### src/design/caes_pkg.sv
`timescale 1ns / 1ps
package caes_pkg;

	localparam int CW = 32;
	localparam int FRAC_BITS = 16;
	localparam int NREG = 16;
	localparam int STEP_W = 17;
	localparam int PC_W = 6;

	typedef enum logic [2:0] {
		OP_ADD  = 3'd0,
		OP_SUB  = 3'd1,
		OP_MUL  = 3'd2,
		OP_NEG  = 3'd3,
		OP_SHL2 = 3'd4,
		OP_PHS  = 3'd5,
		OP_CNEG = 3'd6,
		OP_END  = 3'd7
	} op_t;

	typedef struct packed {
		op_t        op;
		logic [3:0] dst;
		logic [5:0] a;
		logic [5:0] b;
	} instr_t;

	typedef struct packed {
		logic       start;
		logic       load_we;
		logic [1:0] load_idx;
		logic       ex;
		logic       wb;
		logic       tail;
		logic       out_load;
		instr_t     instr;
	} cmd_t;

	typedef struct packed {
		logic [2:0] mode;
		logic       out_busy;
	} stat_t;

	localparam logic [1:0] CFG_MODE = 2'd0;
	localparam logic [1:0] CFG_STEP = 2'd1;

	// operand codes: registers, step size, constants
	localparam logic [5:0] S_X = 6'd0, S_Y = 6'd1, S_Z = 6'd2;
	localparam logic [5:0] S_D0 = 6'd3, S_D1 = 6'd4, S_D2 = 6'd5;
	localparam logic [5:0] S_T6 = 6'd6, S_T7 = 6'd7, S_T8 = 6'd8, S_T9 = 6'd9;
	localparam logic [5:0] S_T10 = 6'd10, S_T12 = 6'd12, S_T13 = 6'd13, S_T14 = 6'd14;
	localparam logic [5:0] S_STEP = 6'd16;
	localparam logic [5:0] K_ONE = 6'd32, K_10 = 6'd33, K_28 = 6'd34, K_8_3 = 6'd35;
	localparam logic [5:0] K_THIRD = 6'd36, K_TH = 6'd37, K_SINC = 6'd38, K_0225 = 6'd39;
	localparam logic [5:0] K_07 = 6'd40, K_35 = 6'd41, K_06 = 6'd42, K_095 = 6'd43;
	localparam logic [5:0] K_025 = 6'd44, K_01 = 6'd45, K_3 = 6'd46, K_27 = 6'd47;
	localparam logic [5:0] K_17 = 6'd48, K_2 = 6'd49, K_9 = 6'd50, K_5 = 6'd51;
	localparam logic [5:0] K_038 = 6'd52, K_189 = 6'd53, K_4 = 6'd54, K_014 = 6'd55;
	localparam logic [5:0] K_3248 = 6'd56, K_013 = 6'd57, K_4584 = 6'd58, K_147 = 6'd59;
	localparam logic [5:0] K_118 = 6'd60, K_057 = 6'd61;

	function automatic logic signed [CW-1:0] kconst(input logic [4:0] k);
		logic signed [CW-1:0] v;
		case (k)
			5'd0:  v = 32'sd65536;
			5'd1:  v = 32'sd655360;
			5'd2:  v = 32'sd1835008;
			5'd3:  v = 32'sd174763;
			5'd4:  v = 32'sd21845;
			5'd5:  v = 32'sd13644;
			5'd6:  v = 32'sd10430;
			5'd7:  v = 32'sd14746;
			5'd8:  v = 32'sd45875;
			5'd9:  v = 32'sd229376;
			5'd10: v = 32'sd39322;
			5'd11: v = 32'sd62259;
			5'd12: v = 32'sd16384;
			5'd13: v = 32'sd6554;
			5'd14: v = 32'sd196608;
			5'd15: v = 32'sd176947;
			5'd16: v = 32'sd111411;
			5'd17: v = 32'sd131072;
			5'd18: v = 32'sd589824;
			5'd19: v = 32'sd327680;
			5'd20: v = 32'sd24904;
			5'd21: v = 32'sd123863;
			5'd22: v = 32'sd262144;
			5'd23: v = 32'sd9175;
			5'd24: v = 32'sd2128609;
			5'd25: v = 32'sd8520;
			5'd26: v = 32'sd3004170;
			5'd27: v = 32'sd963379;
			5'd28: v = 32'sd77332;
			5'd29: v = 32'sd37356;
			default: v = '0;
		endcase
		return v;
	endfunction

	function automatic logic signed [CW-1:0] preset(input logic [2:0] m, input logic [1:0] i);
		logic signed [CW-1:0] v;
		case ({m, i})
			5'b000_00: v = 32'sd72090;
			5'b000_01: v = 32'sd65536;
			5'b000_10: v = 32'sd65536;
			5'b001_00: v = 32'sd72090;
			5'b001_01: v = 32'sd72090;
			5'b001_10: v = -32'sd655;
			5'b010_00: v = 32'sd6554;
			5'b010_01: v = 32'sd65536;
			5'b010_10: v = 32'sd655;
			5'b011_00: v = 32'sd72090;
			5'b011_01: v = 32'sd137626;
			5'b011_10: v = -32'sd131072;
			5'b100_00: v = 32'sd327680;
			5'b100_01: v = 32'sd655360;
			5'b100_10: v = 32'sd655360;
			5'b101_00: v = -32'sd96993;
			5'b101_01: v = -32'sd98959;
			5'b101_10: v = 32'sd133693;
			5'b110_00: v = -32'sd65536;
			5'b110_01: v = 32'sd0;
			5'b110_10: v = 32'sd32768;
			5'b111_00: v = -32'sd19005;
			5'b111_01: v = -32'sd16384;
			5'b111_10: v = -32'sd38666;
			default:   v = '0;
		endcase
		return v;
	endfunction

	function automatic instr_t mk(input op_t op, input logic [5:0] d,
	                              input logic [5:0] a, input logic [5:0] b);
		instr_t r;
		r.op = op;
		r.dst = d[3:0];
		r.a = a;
		r.b = b;
		return r;
	endfunction

	// one sine: phase, parabola, correction, sign of the half turn
	function automatic instr_t sin_step(input logic [PC_W-1:0] j, input logic [5:0] a,
	                                    input logic [5:0] d);
		instr_t r;
		case (j)
			6'd0: r = mk(OP_MUL, S_T12, a, K_SINC);
			6'd1: r = mk(OP_PHS, S_T12, S_T12, S_T12);
			6'd2: r = mk(OP_SHL2, S_T13, S_T12, S_T12);
			6'd3: r = mk(OP_SUB, S_T14, K_ONE, S_T12);
			6'd4: r = mk(OP_MUL, S_T13, S_T13, S_T14);
			6'd5: r = mk(OP_MUL, S_T14, S_T13, S_T13);
			6'd6: r = mk(OP_SUB, S_T14, S_T14, S_T13);
			6'd7: r = mk(OP_MUL, S_T14, K_0225, S_T14);
			6'd8: r = mk(OP_ADD, S_T13, S_T13, S_T14);
			default: r = mk(OP_CNEG, d, S_T13, S_T13);
		endcase
		return r;
	endfunction

	function automatic instr_t halv_step(input logic [PC_W-1:0] j, input logic [5:0] a,
	                                     input logic [5:0] b, input logic [5:0] c,
	                                     input logic [5:0] d);
		instr_t r;
		case (j)
			6'd0: r = mk(OP_MUL, S_T6, K_189, a);
			6'd1: r = mk(OP_NEG, S_T6, S_T6, S_T6);
			6'd2: r = mk(OP_MUL, S_T7, K_4, b);
			6'd3: r = mk(OP_SUB, S_T6, S_T6, S_T7);
			6'd4: r = mk(OP_MUL, S_T7, K_4, c);
			6'd5: r = mk(OP_SUB, S_T6, S_T6, S_T7);
			6'd6: r = mk(OP_MUL, S_T7, b, b);
			default: r = mk(OP_SUB, d, S_T6, S_T7);
		endcase
		return r;
	endfunction

	function automatic instr_t prog(input logic [2:0] m, input logic [PC_W-1:0] pc);
		instr_t r;
		r = mk(OP_END, S_X, S_X, S_X);
		case (m)
			3'd0: begin
				case (pc)
					6'd0: r = mk(OP_SUB, S_T6, S_Y, S_X);
					6'd1: r = mk(OP_MUL, S_D0, K_10, S_T6);
					6'd2: r = mk(OP_SUB, S_T6, K_28, S_Z);
					6'd3: r = mk(OP_MUL, S_T6, S_X, S_T6);
					6'd4: r = mk(OP_SUB, S_D1, S_T6, S_Y);
					6'd5: r = mk(OP_MUL, S_T6, S_X, S_Y);
					6'd6: r = mk(OP_MUL, S_T7, K_8_3, S_Z);
					6'd7: r = mk(OP_SUB, S_D2, S_T6, S_T7);
					default: r = mk(OP_END, S_X, S_X, S_X);
				endcase
			end
			3'd1: begin
				if (pc < 6'd10) r = sin_step(pc, S_Y, S_T6);
				else if (pc == 6'd10) r = mk(OP_MUL, S_T7, K_TH, S_X);
				else if (pc == 6'd11) r = mk(OP_SUB, S_D0, S_T6, S_T7);
				else if (pc < 6'd22) r = sin_step(pc - 6'd12, S_Z, S_T6);
				else if (pc == 6'd22) r = mk(OP_MUL, S_T7, K_TH, S_Y);
				else if (pc == 6'd23) r = mk(OP_SUB, S_D1, S_T6, S_T7);
				else if (pc < 6'd34) r = sin_step(pc - 6'd24, S_X, S_T6);
				else if (pc == 6'd34) r = mk(OP_MUL, S_T7, K_TH, S_Z);
				else if (pc == 6'd35) r = mk(OP_SUB, S_D2, S_T6, S_T7);
			end
			3'd2: begin
				case (pc)
					6'd0:  r = mk(OP_SUB, S_T6, S_Z, K_07);
					6'd1:  r = mk(OP_MUL, S_T7, S_T6, S_X);
					6'd2:  r = mk(OP_MUL, S_T8, K_35, S_Y);
					6'd3:  r = mk(OP_SUB, S_D0, S_T7, S_T8);
					6'd4:  r = mk(OP_MUL, S_T7, K_35, S_X);
					6'd5:  r = mk(OP_MUL, S_T8, S_T6, S_Y);
					6'd6:  r = mk(OP_ADD, S_D1, S_T7, S_T8);
					6'd7:  r = mk(OP_MUL, S_T7, K_095, S_Z);
					6'd8:  r = mk(OP_ADD, S_T7, K_06, S_T7);
					6'd9:  r = mk(OP_MUL, S_T8, S_Z, S_Z);
					6'd10: r = mk(OP_MUL, S_T8, S_T8, S_Z);
					6'd11: r = mk(OP_MUL, S_T8, S_T8, K_THIRD);
					6'd12: r = mk(OP_SUB, S_T7, S_T7, S_T8);
					6'd13: r = mk(OP_MUL, S_T8, S_X, S_X);
					6'd14: r = mk(OP_MUL, S_T9, S_Y, S_Y);
					6'd15: r = mk(OP_ADD, S_T9, S_T8, S_T9);
					6'd16: r = mk(OP_MUL, S_T10, K_025, S_Z);
					6'd17: r = mk(OP_ADD, S_T10, K_ONE, S_T10);
					6'd18: r = mk(OP_MUL, S_T9, S_T9, S_T10);
					6'd19: r = mk(OP_SUB, S_T7, S_T7, S_T9);
					6'd20: r = mk(OP_MUL, S_T10, K_01, S_Z);
					6'd21: r = mk(OP_MUL, S_T8, S_T8, S_X);
					6'd22: r = mk(OP_MUL, S_T10, S_T10, S_T8);
					6'd23: r = mk(OP_ADD, S_D2, S_T7, S_T10);
					default: r = mk(OP_END, S_X, S_X, S_X);
				endcase
			end
			3'd3: begin
				case (pc)
					6'd0:  r = mk(OP_MUL, S_T6, K_3, S_X);
					6'd1:  r = mk(OP_SUB, S_T6, S_Y, S_T6);
					6'd2:  r = mk(OP_MUL, S_T7, K_27, S_Y);
					6'd3:  r = mk(OP_MUL, S_T7, S_T7, S_Z);
					6'd4:  r = mk(OP_ADD, S_D0, S_T6, S_T7);
					6'd5:  r = mk(OP_MUL, S_T6, K_17, S_Y);
					6'd6:  r = mk(OP_MUL, S_T7, S_X, S_Z);
					6'd7:  r = mk(OP_SUB, S_T6, S_T6, S_T7);
					6'd8:  r = mk(OP_ADD, S_D1, S_T6, S_Z);
					6'd9:  r = mk(OP_MUL, S_T6, K_2, S_X);
					6'd10: r = mk(OP_MUL, S_T6, S_T6, S_Y);
					6'd11: r = mk(OP_MUL, S_T7, K_9, S_Z);
					6'd12: r = mk(OP_SUB, S_D2, S_T6, S_T7);
					default: r = mk(OP_END, S_X, S_X, S_X);
				endcase
			end
			3'd4: begin
				case (pc)
					6'd0:  r = mk(OP_MUL, S_T6, K_5, S_X);
					6'd1:  r = mk(OP_MUL, S_T7, S_Y, S_Z);
					6'd2:  r = mk(OP_SUB, S_D0, S_T6, S_T7);
					6'd3:  r = mk(OP_MUL, S_T6, S_X, S_Z);
					6'd4:  r = mk(OP_MUL, S_T7, K_10, S_Y);
					6'd5:  r = mk(OP_SUB, S_D1, S_T6, S_T7);
					6'd6:  r = mk(OP_MUL, S_T6, S_X, S_Y);
					6'd7:  r = mk(OP_MUL, S_T6, S_T6, K_THIRD);
					6'd8:  r = mk(OP_MUL, S_T7, K_038, S_Z);
					6'd9:  r = mk(OP_SUB, S_D2, S_T6, S_T7);
					default: r = mk(OP_END, S_X, S_X, S_X);
				endcase
			end
			3'd5: begin
				if (pc < 6'd8) r = halv_step(pc, S_X, S_Y, S_Z, S_D0);
				else if (pc < 6'd16) r = halv_step(pc - 6'd8, S_Y, S_Z, S_X, S_D1);
				else if (pc < 6'd24) r = halv_step(pc - 6'd16, S_Z, S_X, S_Y, S_D2);
			end
			3'd6: begin
				case (pc)
					6'd0:  r = mk(OP_MUL, S_T8, S_X, S_X);
					6'd1:  r = mk(OP_SUB, S_T6, S_Z, K_ONE);
					6'd2:  r = mk(OP_ADD, S_T6, S_T6, S_T8);
					6'd3:  r = mk(OP_MUL, S_T6, S_Y, S_T6);
					6'd4:  r = mk(OP_MUL, S_T7, K_01, S_X);
					6'd5:  r = mk(OP_ADD, S_D0, S_T6, S_T7);
					6'd6:  r = mk(OP_MUL, S_T6, K_3, S_Z);
					6'd7:  r = mk(OP_ADD, S_T6, S_T6, K_ONE);
					6'd8:  r = mk(OP_SUB, S_T6, S_T6, S_T8);
					6'd9:  r = mk(OP_MUL, S_T6, S_X, S_T6);
					6'd10: r = mk(OP_MUL, S_T7, K_01, S_Y);
					6'd11: r = mk(OP_ADD, S_D1, S_T6, S_T7);
					6'd12: r = mk(OP_MUL, S_T6, K_2, S_Z);
					6'd13: r = mk(OP_MUL, S_T7, S_X, S_Y);
					6'd14: r = mk(OP_ADD, S_T7, K_014, S_T7);
					6'd15: r = mk(OP_MUL, S_T6, S_T6, S_T7);
					6'd16: r = mk(OP_NEG, S_D2, S_T6, S_T6);
					default: r = mk(OP_END, S_X, S_X, S_X);
				endcase
			end
			default: begin
				case (pc)
					6'd0:  r = mk(OP_SUB, S_T6, S_Y, S_X);
					6'd1:  r = mk(OP_MUL, S_T6, K_3248, S_T6);
					6'd2:  r = mk(OP_MUL, S_T7, K_013, S_X);
					6'd3:  r = mk(OP_MUL, S_T7, S_T7, S_Y);
					6'd4:  r = mk(OP_ADD, S_D0, S_T6, S_T7);
					6'd5:  r = mk(OP_MUL, S_T6, K_4584, S_X);
					6'd6:  r = mk(OP_MUL, S_T7, S_X, S_Z);
					6'd7:  r = mk(OP_SUB, S_T6, S_T6, S_T7);
					6'd8:  r = mk(OP_MUL, S_T7, K_147, S_Y);
					6'd9:  r = mk(OP_ADD, S_D1, S_T6, S_T7);
					6'd10: r = mk(OP_MUL, S_T6, K_118, S_Z);
					6'd11: r = mk(OP_MUL, S_T7, S_X, S_Y);
					6'd12: r = mk(OP_ADD, S_T6, S_T6, S_T7);
					6'd13: r = mk(OP_MUL, S_T7, S_X, S_X);
					6'd14: r = mk(OP_MUL, S_T7, K_057, S_T7);
					6'd15: r = mk(OP_SUB, S_D2, S_T6, S_T7);
					default: r = mk(OP_END, S_X, S_X, S_X);
				endcase
			end
		endcase
		return r;
	endfunction

	// euler update, shared by every system; the adds land in the result registers
	function automatic instr_t tail_prog(input logic [PC_W-1:0] pc);
		instr_t r;
		case (pc)
			6'd0: r = mk(OP_MUL, S_D0, S_STEP, S_D0);
			6'd1: r = mk(OP_ADD, S_D0, S_X, S_D0);
			6'd2: r = mk(OP_MUL, S_D1, S_STEP, S_D1);
			6'd3: r = mk(OP_ADD, S_D1, S_Y, S_D1);
			6'd4: r = mk(OP_MUL, S_D2, S_STEP, S_D2);
			6'd5: r = mk(OP_ADD, S_D2, S_Z, S_D2);
			default: r = mk(OP_END, S_X, S_X, S_X);
		endcase
		return r;
	endfunction

endpackage

### src/design/caes_dp.sv
`timescale 1ns / 1ps
module caes_dp import caes_pkg::*; (
	input  logic                 clk,
	input  logic                 arst_n,
	input  logic                 cfg_valid,
	input  logic [1:0]           cfg_index,
	input  logic [STEP_W-1:0]    cfg_data,
	input  logic                 kind,
	input  logic signed [CW-1:0] x_in,
	input  logic signed [CW-1:0] y_in,
	input  logic signed [CW-1:0] z_in,
	input  cmd_t                 cmd,
	output stat_t                stat,
	output logic                 out_valid,
	input  logic                 out_ready,
	output logic signed [CW-1:0] x_out,
	output logic signed [CW-1:0] y_out,
	output logic signed [CW-1:0] z_out,
	output logic                 saturated
);

	localparam int SW = CW + 2;
	localparam int PW = 2 * CW;
	localparam int QW = PW - FRAC_BITS;
	localparam logic signed [SW-1:0] SUM_MAX = {3'b000, {(CW-1){1'b1}}};
	localparam logic signed [SW-1:0] SUM_MIN = {3'b111, {(CW-1){1'b0}}};
	localparam logic signed [CW-1:0] VMAX = {1'b0, {(CW-1){1'b1}}};
	localparam logic signed [CW-1:0] VMIN = {1'b1, {(CW-1){1'b0}}};
	localparam logic [QW-1:0] LIM_POS = {{(QW-CW+1){1'b0}}, {(CW-1){1'b1}}};
	localparam logic [QW-1:0] LIM_NEG = {{(QW-CW){1'b0}}, 1'b1, {(CW-1){1'b0}}};

	logic [2:0] mode_q;
	logic [STEP_W-1:0] step_q;
	logic kind_q;
	logic signed [CW-1:0] in_q [3];
	logic signed [CW-1:0] cur_q [3];
	logic signed [CW-1:0] res_q [3];
	logic signed [CW-1:0] rf [NREG];
	logic signed [CW-1:0] rda_q, rdb_q;
	logic signed [CW-1:0] opa, opb, wd, res;
	logic [3:0] wa;
	logic we;
	logic [CW-1:0] ma, mb;
	logic [PW-1:0] prod_s1;
	logic neg_s1;
	logic signed [SW-1:0] sum_s1;
	logic flag_q, clip_q, out_valid_q;
	logic [QW-1:0] q;
	logic over_m, over_p;
	logic signed [CW-1:0] mres, sres;
	logic [1:0] ridx;

	function automatic logic signed [CW-1:0] operand(input logic [5:0] s,
	                                                  input logic signed [CW-1:0] rd,
	                                                  input logic [STEP_W-1:0] st);
		logic signed [CW-1:0] v;
		if (s[5]) v = kconst(s[4:0]);
		else if (s[4]) v = {{(CW-STEP_W){1'b0}}, st};
		else v = rd;
		return v;
	endfunction

	assign stat.mode = mode_q;
	assign stat.out_busy = out_valid_q && !out_ready;

	assign opa = operand(cmd.instr.a, rda_q, step_q);
	assign opb = operand(cmd.instr.b, rdb_q, step_q);
	assign ma = opa[CW-1] ? (~opa + 1'b1) : opa;
	assign mb = opb[CW-1] ? (~opb + 1'b1) : opb;

	// multiply: truncate magnitude, then clip against the signed limit
	assign q = prod_s1[PW-1:FRAC_BITS];
	assign over_m = q > (neg_s1 ? LIM_NEG : LIM_POS);
	assign mres = over_m ? (neg_s1 ? VMIN : VMAX)
	                     : (neg_s1 ? -q[CW-1:0] : q[CW-1:0]);
	assign over_p = (sum_s1 > SUM_MAX) || (sum_s1 < SUM_MIN);
	assign sres = (sum_s1 > SUM_MAX) ? VMAX :
	              (sum_s1 < SUM_MIN) ? VMIN : sum_s1[CW-1:0];
	assign res = (cmd.instr.op == OP_MUL) ? mres : sres;

	assign we = cmd.load_we || cmd.wb;
	assign wa = cmd.load_we ? {2'b00, cmd.load_idx} : cmd.instr.dst;
	assign wd = cmd.load_we ? (kind_q ? in_q[cmd.load_idx] : cur_q[cmd.load_idx]) : res;
	assign ridx = 2'(cmd.instr.dst[2:0] - 3'd3);

	always_ff @(posedge clk) begin
		if (we) rf[wa] <= wd;
		rda_q <= rf[cmd.instr.a[3:0]];
		rdb_q <= rf[cmd.instr.b[3:0]];
	end

	always_ff @(posedge clk) begin
		if (cmd.start) begin
			kind_q <= kind;
			in_q[0] <= x_in;
			in_q[1] <= y_in;
			in_q[2] <= z_in;
		end
		if (cmd.ex) begin
			prod_s1 <= PW'(ma) * PW'(mb);
			neg_s1 <= opa[CW-1] ^ opb[CW-1];
			case (cmd.instr.op)
				OP_ADD:  sum_s1 <= SW'(opa) + SW'(opb);
				OP_SUB:  sum_s1 <= SW'(opa) - SW'(opb);
				OP_NEG:  sum_s1 <= -SW'(opa);
				OP_SHL2: sum_s1 <= SW'(opa) <<< 2;
				OP_PHS:  sum_s1 <= {{(SW-FRAC_BITS){1'b0}}, opa[FRAC_BITS-2:0], 1'b0};
				OP_CNEG: sum_s1 <= flag_q ? -SW'(opa) : SW'(opa);
				default: sum_s1 <= '0;
			endcase
			if (cmd.instr.op == OP_PHS) flag_q <= opa[FRAC_BITS-1];
		end
		if (cmd.wb && cmd.tail && cmd.instr.op == OP_ADD) res_q[ridx] <= res;
		if (cmd.out_load) begin
			x_out <= res_q[0];
			y_out <= res_q[1];
			z_out <= res_q[2];
			saturated <= clip_q;
		end
	end

	always_ff @(posedge clk or negedge arst_n) begin
		if (!arst_n) begin
			mode_q <= 3'd0;
			step_q <= 17'd655;
			for (int i = 0; i < 3; i++) cur_q[i] <= preset(3'd0, 2'(i));
			clip_q <= 1'b0;
			out_valid_q <= 1'b0;
		end else begin
			if (cfg_valid && cfg_index == CFG_MODE) begin
				mode_q <= cfg_data[2:0];
				for (int i = 0; i < 3; i++) cur_q[i] <= preset(cfg_data[2:0], 2'(i));
			end else if (cfg_valid && cfg_index == CFG_STEP) begin
				step_q <= cfg_data;
			end
			if (cmd.wb && cmd.tail && cmd.instr.op == OP_ADD && !kind_q) cur_q[ridx] <= res;
			if (cmd.start) clip_q <= 1'b0;
			else if (cmd.wb && ((cmd.instr.op == OP_MUL) ? over_m : over_p)) clip_q <= 1'b1;
			if (cmd.out_load) out_valid_q <= 1'b1;
			else if (out_ready) out_valid_q <= 1'b0;
		end
	end

	assign out_valid = out_valid_q;

	a_no_load_busy: assert property (@(posedge clk) disable iff (!arst_n)
		cmd.out_load |-> !(out_valid_q && !out_ready))
		else $error("result overwrote an unread one");
	a_clip_clear: assert property (@(posedge clk) disable iff (!arst_n)
		cmd.start |=> !clip_q)
		else $error("saturation flag not cleared for new request");
	a_wr_excl: assert property (@(posedge clk) disable iff (!arst_n)
		!(cmd.load_we && cmd.wb))
		else $error("register file write port claimed twice");

endmodule
### config.mk
export PLATFORM = sky130hd
export DESIGN_NAME = caes_dp
export DESIGN_NICKNAME = d
export VERILOG_FILES = /design/src/design/caes_pkg.sv /design/src/design/caes_dp.sv
export SDC_FILE = /design/constraint.sdc
export NUM_CORES = 2
export LEC_CHECK = 0
export ABC_CLOCK_PERIOD_IN_PS = 16600
export BUFFER_PORTS_ARGS = -buffer_cell sky130_fd_sc_hd__buf_2
export CAP_MARGIN = 5
export CORE_ASPECT_RATIO = 0.6
export CORE_MARGIN = 1.5
export CORE_UTILIZATION = 40
export CTS_BUF_LIST = sky130_fd_sc_hd__clkbuf_4 sky130_fd_sc_hd__clkbuf_8
export CTS_CLUSTER_SIZE = 20
export DETAILED_ROUTE_END_ITERATION = 6
export GPL_TIMING_DRIVEN = 0
export MAX_ROUTING_LAYER = met4
export PLACE_DENSITY = 0.62
export SLEW_MARGIN = 20
export SYNTH_ARGS = -nofsm -noshare
export SYNTH_HDL_FRONTEND = slang
export SYNTH_SLANG_ARGS = --single-unit
### constraint.sdc
create_clock -name clk -period 16.6 [get_ports clk]
set_input_delay 3.32 -clock clk [delete_from_list [all_inputs] [get_ports clk]]
set_output_delay 3.32 -clock clk [all_outputs]
set_load 0.02 [all_outputs]
==> results by stage <==
Run status:
- The run finished, with violations left.
- The final reports fail on DRC.

Min path:
- The launch instance of the worst min-delay path is res_q[0][13].
- The worst hold path belongs to the class reg2reg.

Synthesis:
- The portion of the post-synthesis area used by sequential elements is between 30% and 40%.
- The synthesized area per cell is roughly 11 µm².
- The cell taking the most area after synthesis is sky130_fd_sc_hd__edfxtp_1.
- The gate count of the mapped netlist is ~7500.
- Summed over its instances, the top area cell type makes up 30.9% of the synthesized netlist area.
- During synthesis, Yosys emitted a total of 0 warnings.
- Summing every instance area after synthesis gives 86100 µm².
- Counting distinct cell types in the post-synthesis netlist gives approximately 120.
- Of all flip-flops after synthesis, the portion carrying an async set or reset was between 10 and 15%.
- The most used flip-flop cell after synthesis is sky130_fd_sc_hd__edfxtp_1.
- The synthesized design contains 886 enable-type register cells.
- By area the synthesized netlist is led by sky130_fd_sc_hd__edfxtp_1 31%, sky130_fd_sc_hd__fa_1 21%, sky130_fd_sc_hd__mux4_2 8.7%.
- Synthesis produced a netlist with a net count of just under 9000.
- The number of storage elements in the synthesis netlist is between 1000 and 1500.

Clock network:
- Clock-pin slew was measured on the worst setup and hold paths at approximately 0.06 ns.
- Counting the buffers created by CTS gives ~160.
- The clock passes through at most 4 buffers.
- The CTS sink count is 1068.
- The root buffer selected by CTS is sky130_fd_sc_hd__clkbuf_8.
- TritonCTS built the clock tree.
- The latest clock arrival within the worst-skew pair is approximately 0.96 ns.
- Hold repair after CTS inserted 0 buffers.
- The H-tree was split into 4 levels.

Detailed routing:
- Across all layers, the routed design uses a little under 70000 vias.
- The post-detailed-routing wire length is approximately 380000 µm.
- The number of design-rule violations left by the first detailed-router iteration is approximately 11000.
- The DRC violations left is 2.
- The first detailed-routing pass took 7 iterations.
- Dividing the detail-routed wire length by the instance count gives 34.2 µm.
- Using the TritonRoute via totals, the vias-per-cell ratio works out to a little over 6.
- The post-detailed-route count of antenna-violating nets is 0.

Final layout:
- The area added between synthesis and finish is 13.0%.
- The total number of nets in the final design is around 9400.
- The filler cell count in the final layout is approximately 20000.
- The share of final-layout standard cells stronger than drive strength 1 is 16.7%.

GRT:
- Global routing finished with a remaining overflow of 0.
- Global routing used between 30% and 40% of the available tracks across all layers.
- Entering global routing, the biggest net connects 82 pins.
- The first global-routing pass estimated 519000 µm of wire.
- The number of global-route vias before repair is ~66000.
- The number of antenna violations at the first check in global routing is a little over 50.

Run:
- The number of violations of the max-capacitance limit is 0.

Die:
- The floorplan die width is between 600 and 700 µm.
- The floorplan step defined a die boundary enclosing 218000 µm².
- The number of cell rows is between 100 and 150.
- The initial core utilization is between 40% and 50%.
- The number of top-level design ports is between 200 and 250.
- The die is between 300 and 400 µm tall.
- The area of the core region is roughly 210000 µm².

Setup path:
- Data on the critical path arrives at its endpoint at around 17 ns.
- In this run the critical register-to-register path is launched from step_q[0].
- The critical path launch point type is an input port.
- The kind of critical path is in2reg.
- Tracing the worst setup path back leads to its startpoint at cmd[6].
- The highest fanout seen on the critical path is 20.
- The dominant cell type by count on the critical path is sky130_fd_sc_hd__fa_1.
- The biggest cell delay along the critical path is about 0.8 ns.
- The slowest stage cell on the critical path is sky130_fd_sc_hd__xnor2_4.
- The data required time of the worst path is roughly 17 ns.
- STA classifies the critical path endpoint as a flip-flop.

STA:
- The final number of hold-violating endpoints came to 0.
- The number of pins exceeding their max-slew limit in the final report is 0.
- The clock period could shrink to around 17 ns.
- The actual slew at the worst max-slew pin is approximately 1.3 ns.
- The worst setup skew after layout is roughly 0.11 ns.
- In the finished design, the share of the clock period the worst path needs comes to around 100%.
- The worst slew margin relative to its limit is about an eighth.
- Setup violations remaining at the end of the flow were counted as 0.
- For this run, the top clock speed supported by timing is approximately 60 MHz.
- Across all hold checks on the routed design, the worst slack comes to between 0.3 and 0.4 ns.

Placed design:
- The number of input and output port buffers inserted is between 200 and 250.
- Routability-driven placement finished with a final weighted congestion of around 1.2.
- The HPWL after detailed placement is about 300000 µm.
## state kept, by name, indices dropped and copies added, names as in the netlist, 34 cells and up
register and count:
sum_s1 34, prod_s1 48, cur_q 96, rf 512, in_q 96, res_q 96
## synthesized netlist by cell type (59+ instances only)
library cell               count
sky130_fd_sc_hd__a211oi_1     75
sky130_fd_sc_hd__a21o_1       94
sky130_fd_sc_hd__o21ai_0     176
sky130_fd_sc_hd__fa_1        897
sky130_fd_sc_hd__mux4_2      331
sky130_fd_sc_hd__a21oi_1     382
sky130_fd_sc_hd__buf_2        73
sky130_fd_sc_hd__mux2_2       59
sky130_fd_sc_hd__nand2b_1     80
sky130_fd_sc_hd__nor2_1      757
sky130_fd_sc_hd__xnor2_1     120
sky130_fd_sc_hd__ha_1        375
sky130_fd_sc_hd__inv_1       999
sky130_fd_sc_hd__mux2i_1      83
sky130_fd_sc_hd__dfxtp_1      64
sky130_fd_sc_hd__o211ai_1     66
sky130_fd_sc_hd__nand3_1      60
sky130_fd_sc_hd__dfrtp_1     102
sky130_fd_sc_hd__nor3_1       70
sky130_fd_sc_hd__clkbuf_1    326
sky130_fd_sc_hd__nand2_1     639
sky130_fd_sc_hd__edfxtp_1    886
## final timing paths
check / end / slack, ns / cells past startpoint
worst max-delay path: prod_s1[59] / 0.009 / 40
worst min-delay path: x_out[13] / 0.36 / 0
worst max register to register: prod_s1[59] / 2.72 / 37
worst min register to register: x_out[13] / 0.36 / 0
max in group asynchronous: step_q[1] / 13.48 / 2
min in group asynchronous: out_valid / 2.29 / 1
## cells by family (layout without fill, tap and decap cells)
logic type      Yosys count  after routing  share of synthesized area [%]
mux                     476            476                           10.5
xor+xnor                176            176                           1.88
flops                  1068           1068                           35.8
fa+ha+maj              1272           1272                           26.3
simple gates           1903           1903                           9.82
other cells               0             67                              0
buf+inv                1466           2081                           6.62
compound gates         1172           1172                           9.09
## metrics by stage
step / std cells / TNS, ns / cell area (µm²) / setup WS [ns] / utilization (%)
6_report: 11100 / 0 / 97300 / 0.00926 / 45.6
4_1_cts: 11000 / 0 / 97000 / 0.197 / 45.5
3_5_place_dp: 10700 / -52.43 / 93600 / -2.53 / 43.9
5_1_grt: 11100 / -0.0366 / 97300 / -0.0366 / 45.6
2_1_floorplan: 7533 / 0 / 86100 / 2.42 / -
3_3_place_gp: 10600 / -95.58 / 90900 / -3.40 / 42.6
## critical path: cells and delay by family
| kind | cells | cell delay [ns] |
|---|---|---|
| multiplexers | 1 | 0.35 |
| buffers and inverters | 10 | 2.32 |
| XOR/XNOR | 2 | 1.01 |
| AND/OR/NAND/NOR | 7 | 1.95 |
| adder cells (fa/ha/maj) | 11 | 5.57 |
| AO/OA/AOI/OAI | 9 | 2.63 |
## metal layers
layer | track usage, % | share of wire (%) | up-vias
li1 | - | - | 27100
met1 | 50.4 | 43 | 35000
met2 | 39.7 | 34 | 5683
met3 | 22.9 | 20 | 542
met4 | 6.95 | 2.2 | 0
met5 | - | 0 | -
## cell type report
class	count	area (µm²)	area share [%]
multi-input combinational	4999	50700	52.1
sequential	1068	30900	31.7
inverter	1007	3780	3.89
tap	2859	3580	3.68
timing repair buffer	331	2920	3.00
clock buffer	229	2810	2.88
buffer	457	2000	2.06
clock inverter	57	547	0.562
antenna	67	168	0.172
## cell usage in the layout (no fill, tap or decap), types with 30 or more instances in the layout
cell type,n
sky130_fd_sc_hd__inv_1,998
sky130_fd_sc_hd__fa_1,897
sky130_fd_sc_hd__edfxtp_1,886
sky130_fd_sc_hd__nor2_1,734
sky130_fd_sc_hd__nand2_1,639
sky130_fd_sc_hd__a21oi_1,379
sky130_fd_sc_hd__ha_1,375
sky130_fd_sc_hd__mux4_2,331
sky130_fd_sc_hd__buf_2,315
sky130_fd_sc_hd__clkbuf_1,290
sky130_fd_sc_hd__clkbuf_8,174
sky130_fd_sc_hd__o21ai_0,162
sky130_fd_sc_hd__dfrtp_1,102
sky130_fd_sc_hd__a21o_1,94
sky130_fd_sc_hd__xnor2_1,88
sky130_fd_sc_hd__mux2i_1,82
sky130_fd_sc_hd__nand2b_1,80
sky130_fd_sc_hd__a211oi_1,75
sky130_fd_sc_hd__diode_2,67
sky130_fd_sc_hd__nor3_1,67
sky130_fd_sc_hd__o211ai_1,66
sky130_fd_sc_hd__dfxtp_1,64
sky130_fd_sc_hd__nand3_1,60
sky130_fd_sc_hd__mux2_2,59
sky130_fd_sc_hd__clkbuf_4,58
sky130_fd_sc_hd__nor2b_1,45
sky130_fd_sc_hd__a221o_1,44
sky130_fd_sc_hd__clkbuf_2,43
sky130_fd_sc_hd__or3_1,39
sky130_fd_sc_hd__xor2_1,37
sky130_fd_sc_hd__and2_1,35
sky130_fd_sc_hd__nand4_1,35
sky130_fd_sc_hd__xnor2_2,34
sky130_fd_sc_hd__buf_6,31
sky130_fd_sc_hd__buf_16,30
## timing repair
item                                    in CTS  in global routing
buffers inserted                             2                  0
pin swaps                                    2                  0
resized for setup                           11                 31
endpoints found under the setup margin      32                 10
Power is not shown: default switching activity piles up to over one toggle a cycle in this logic, so the estimate is an artifact.
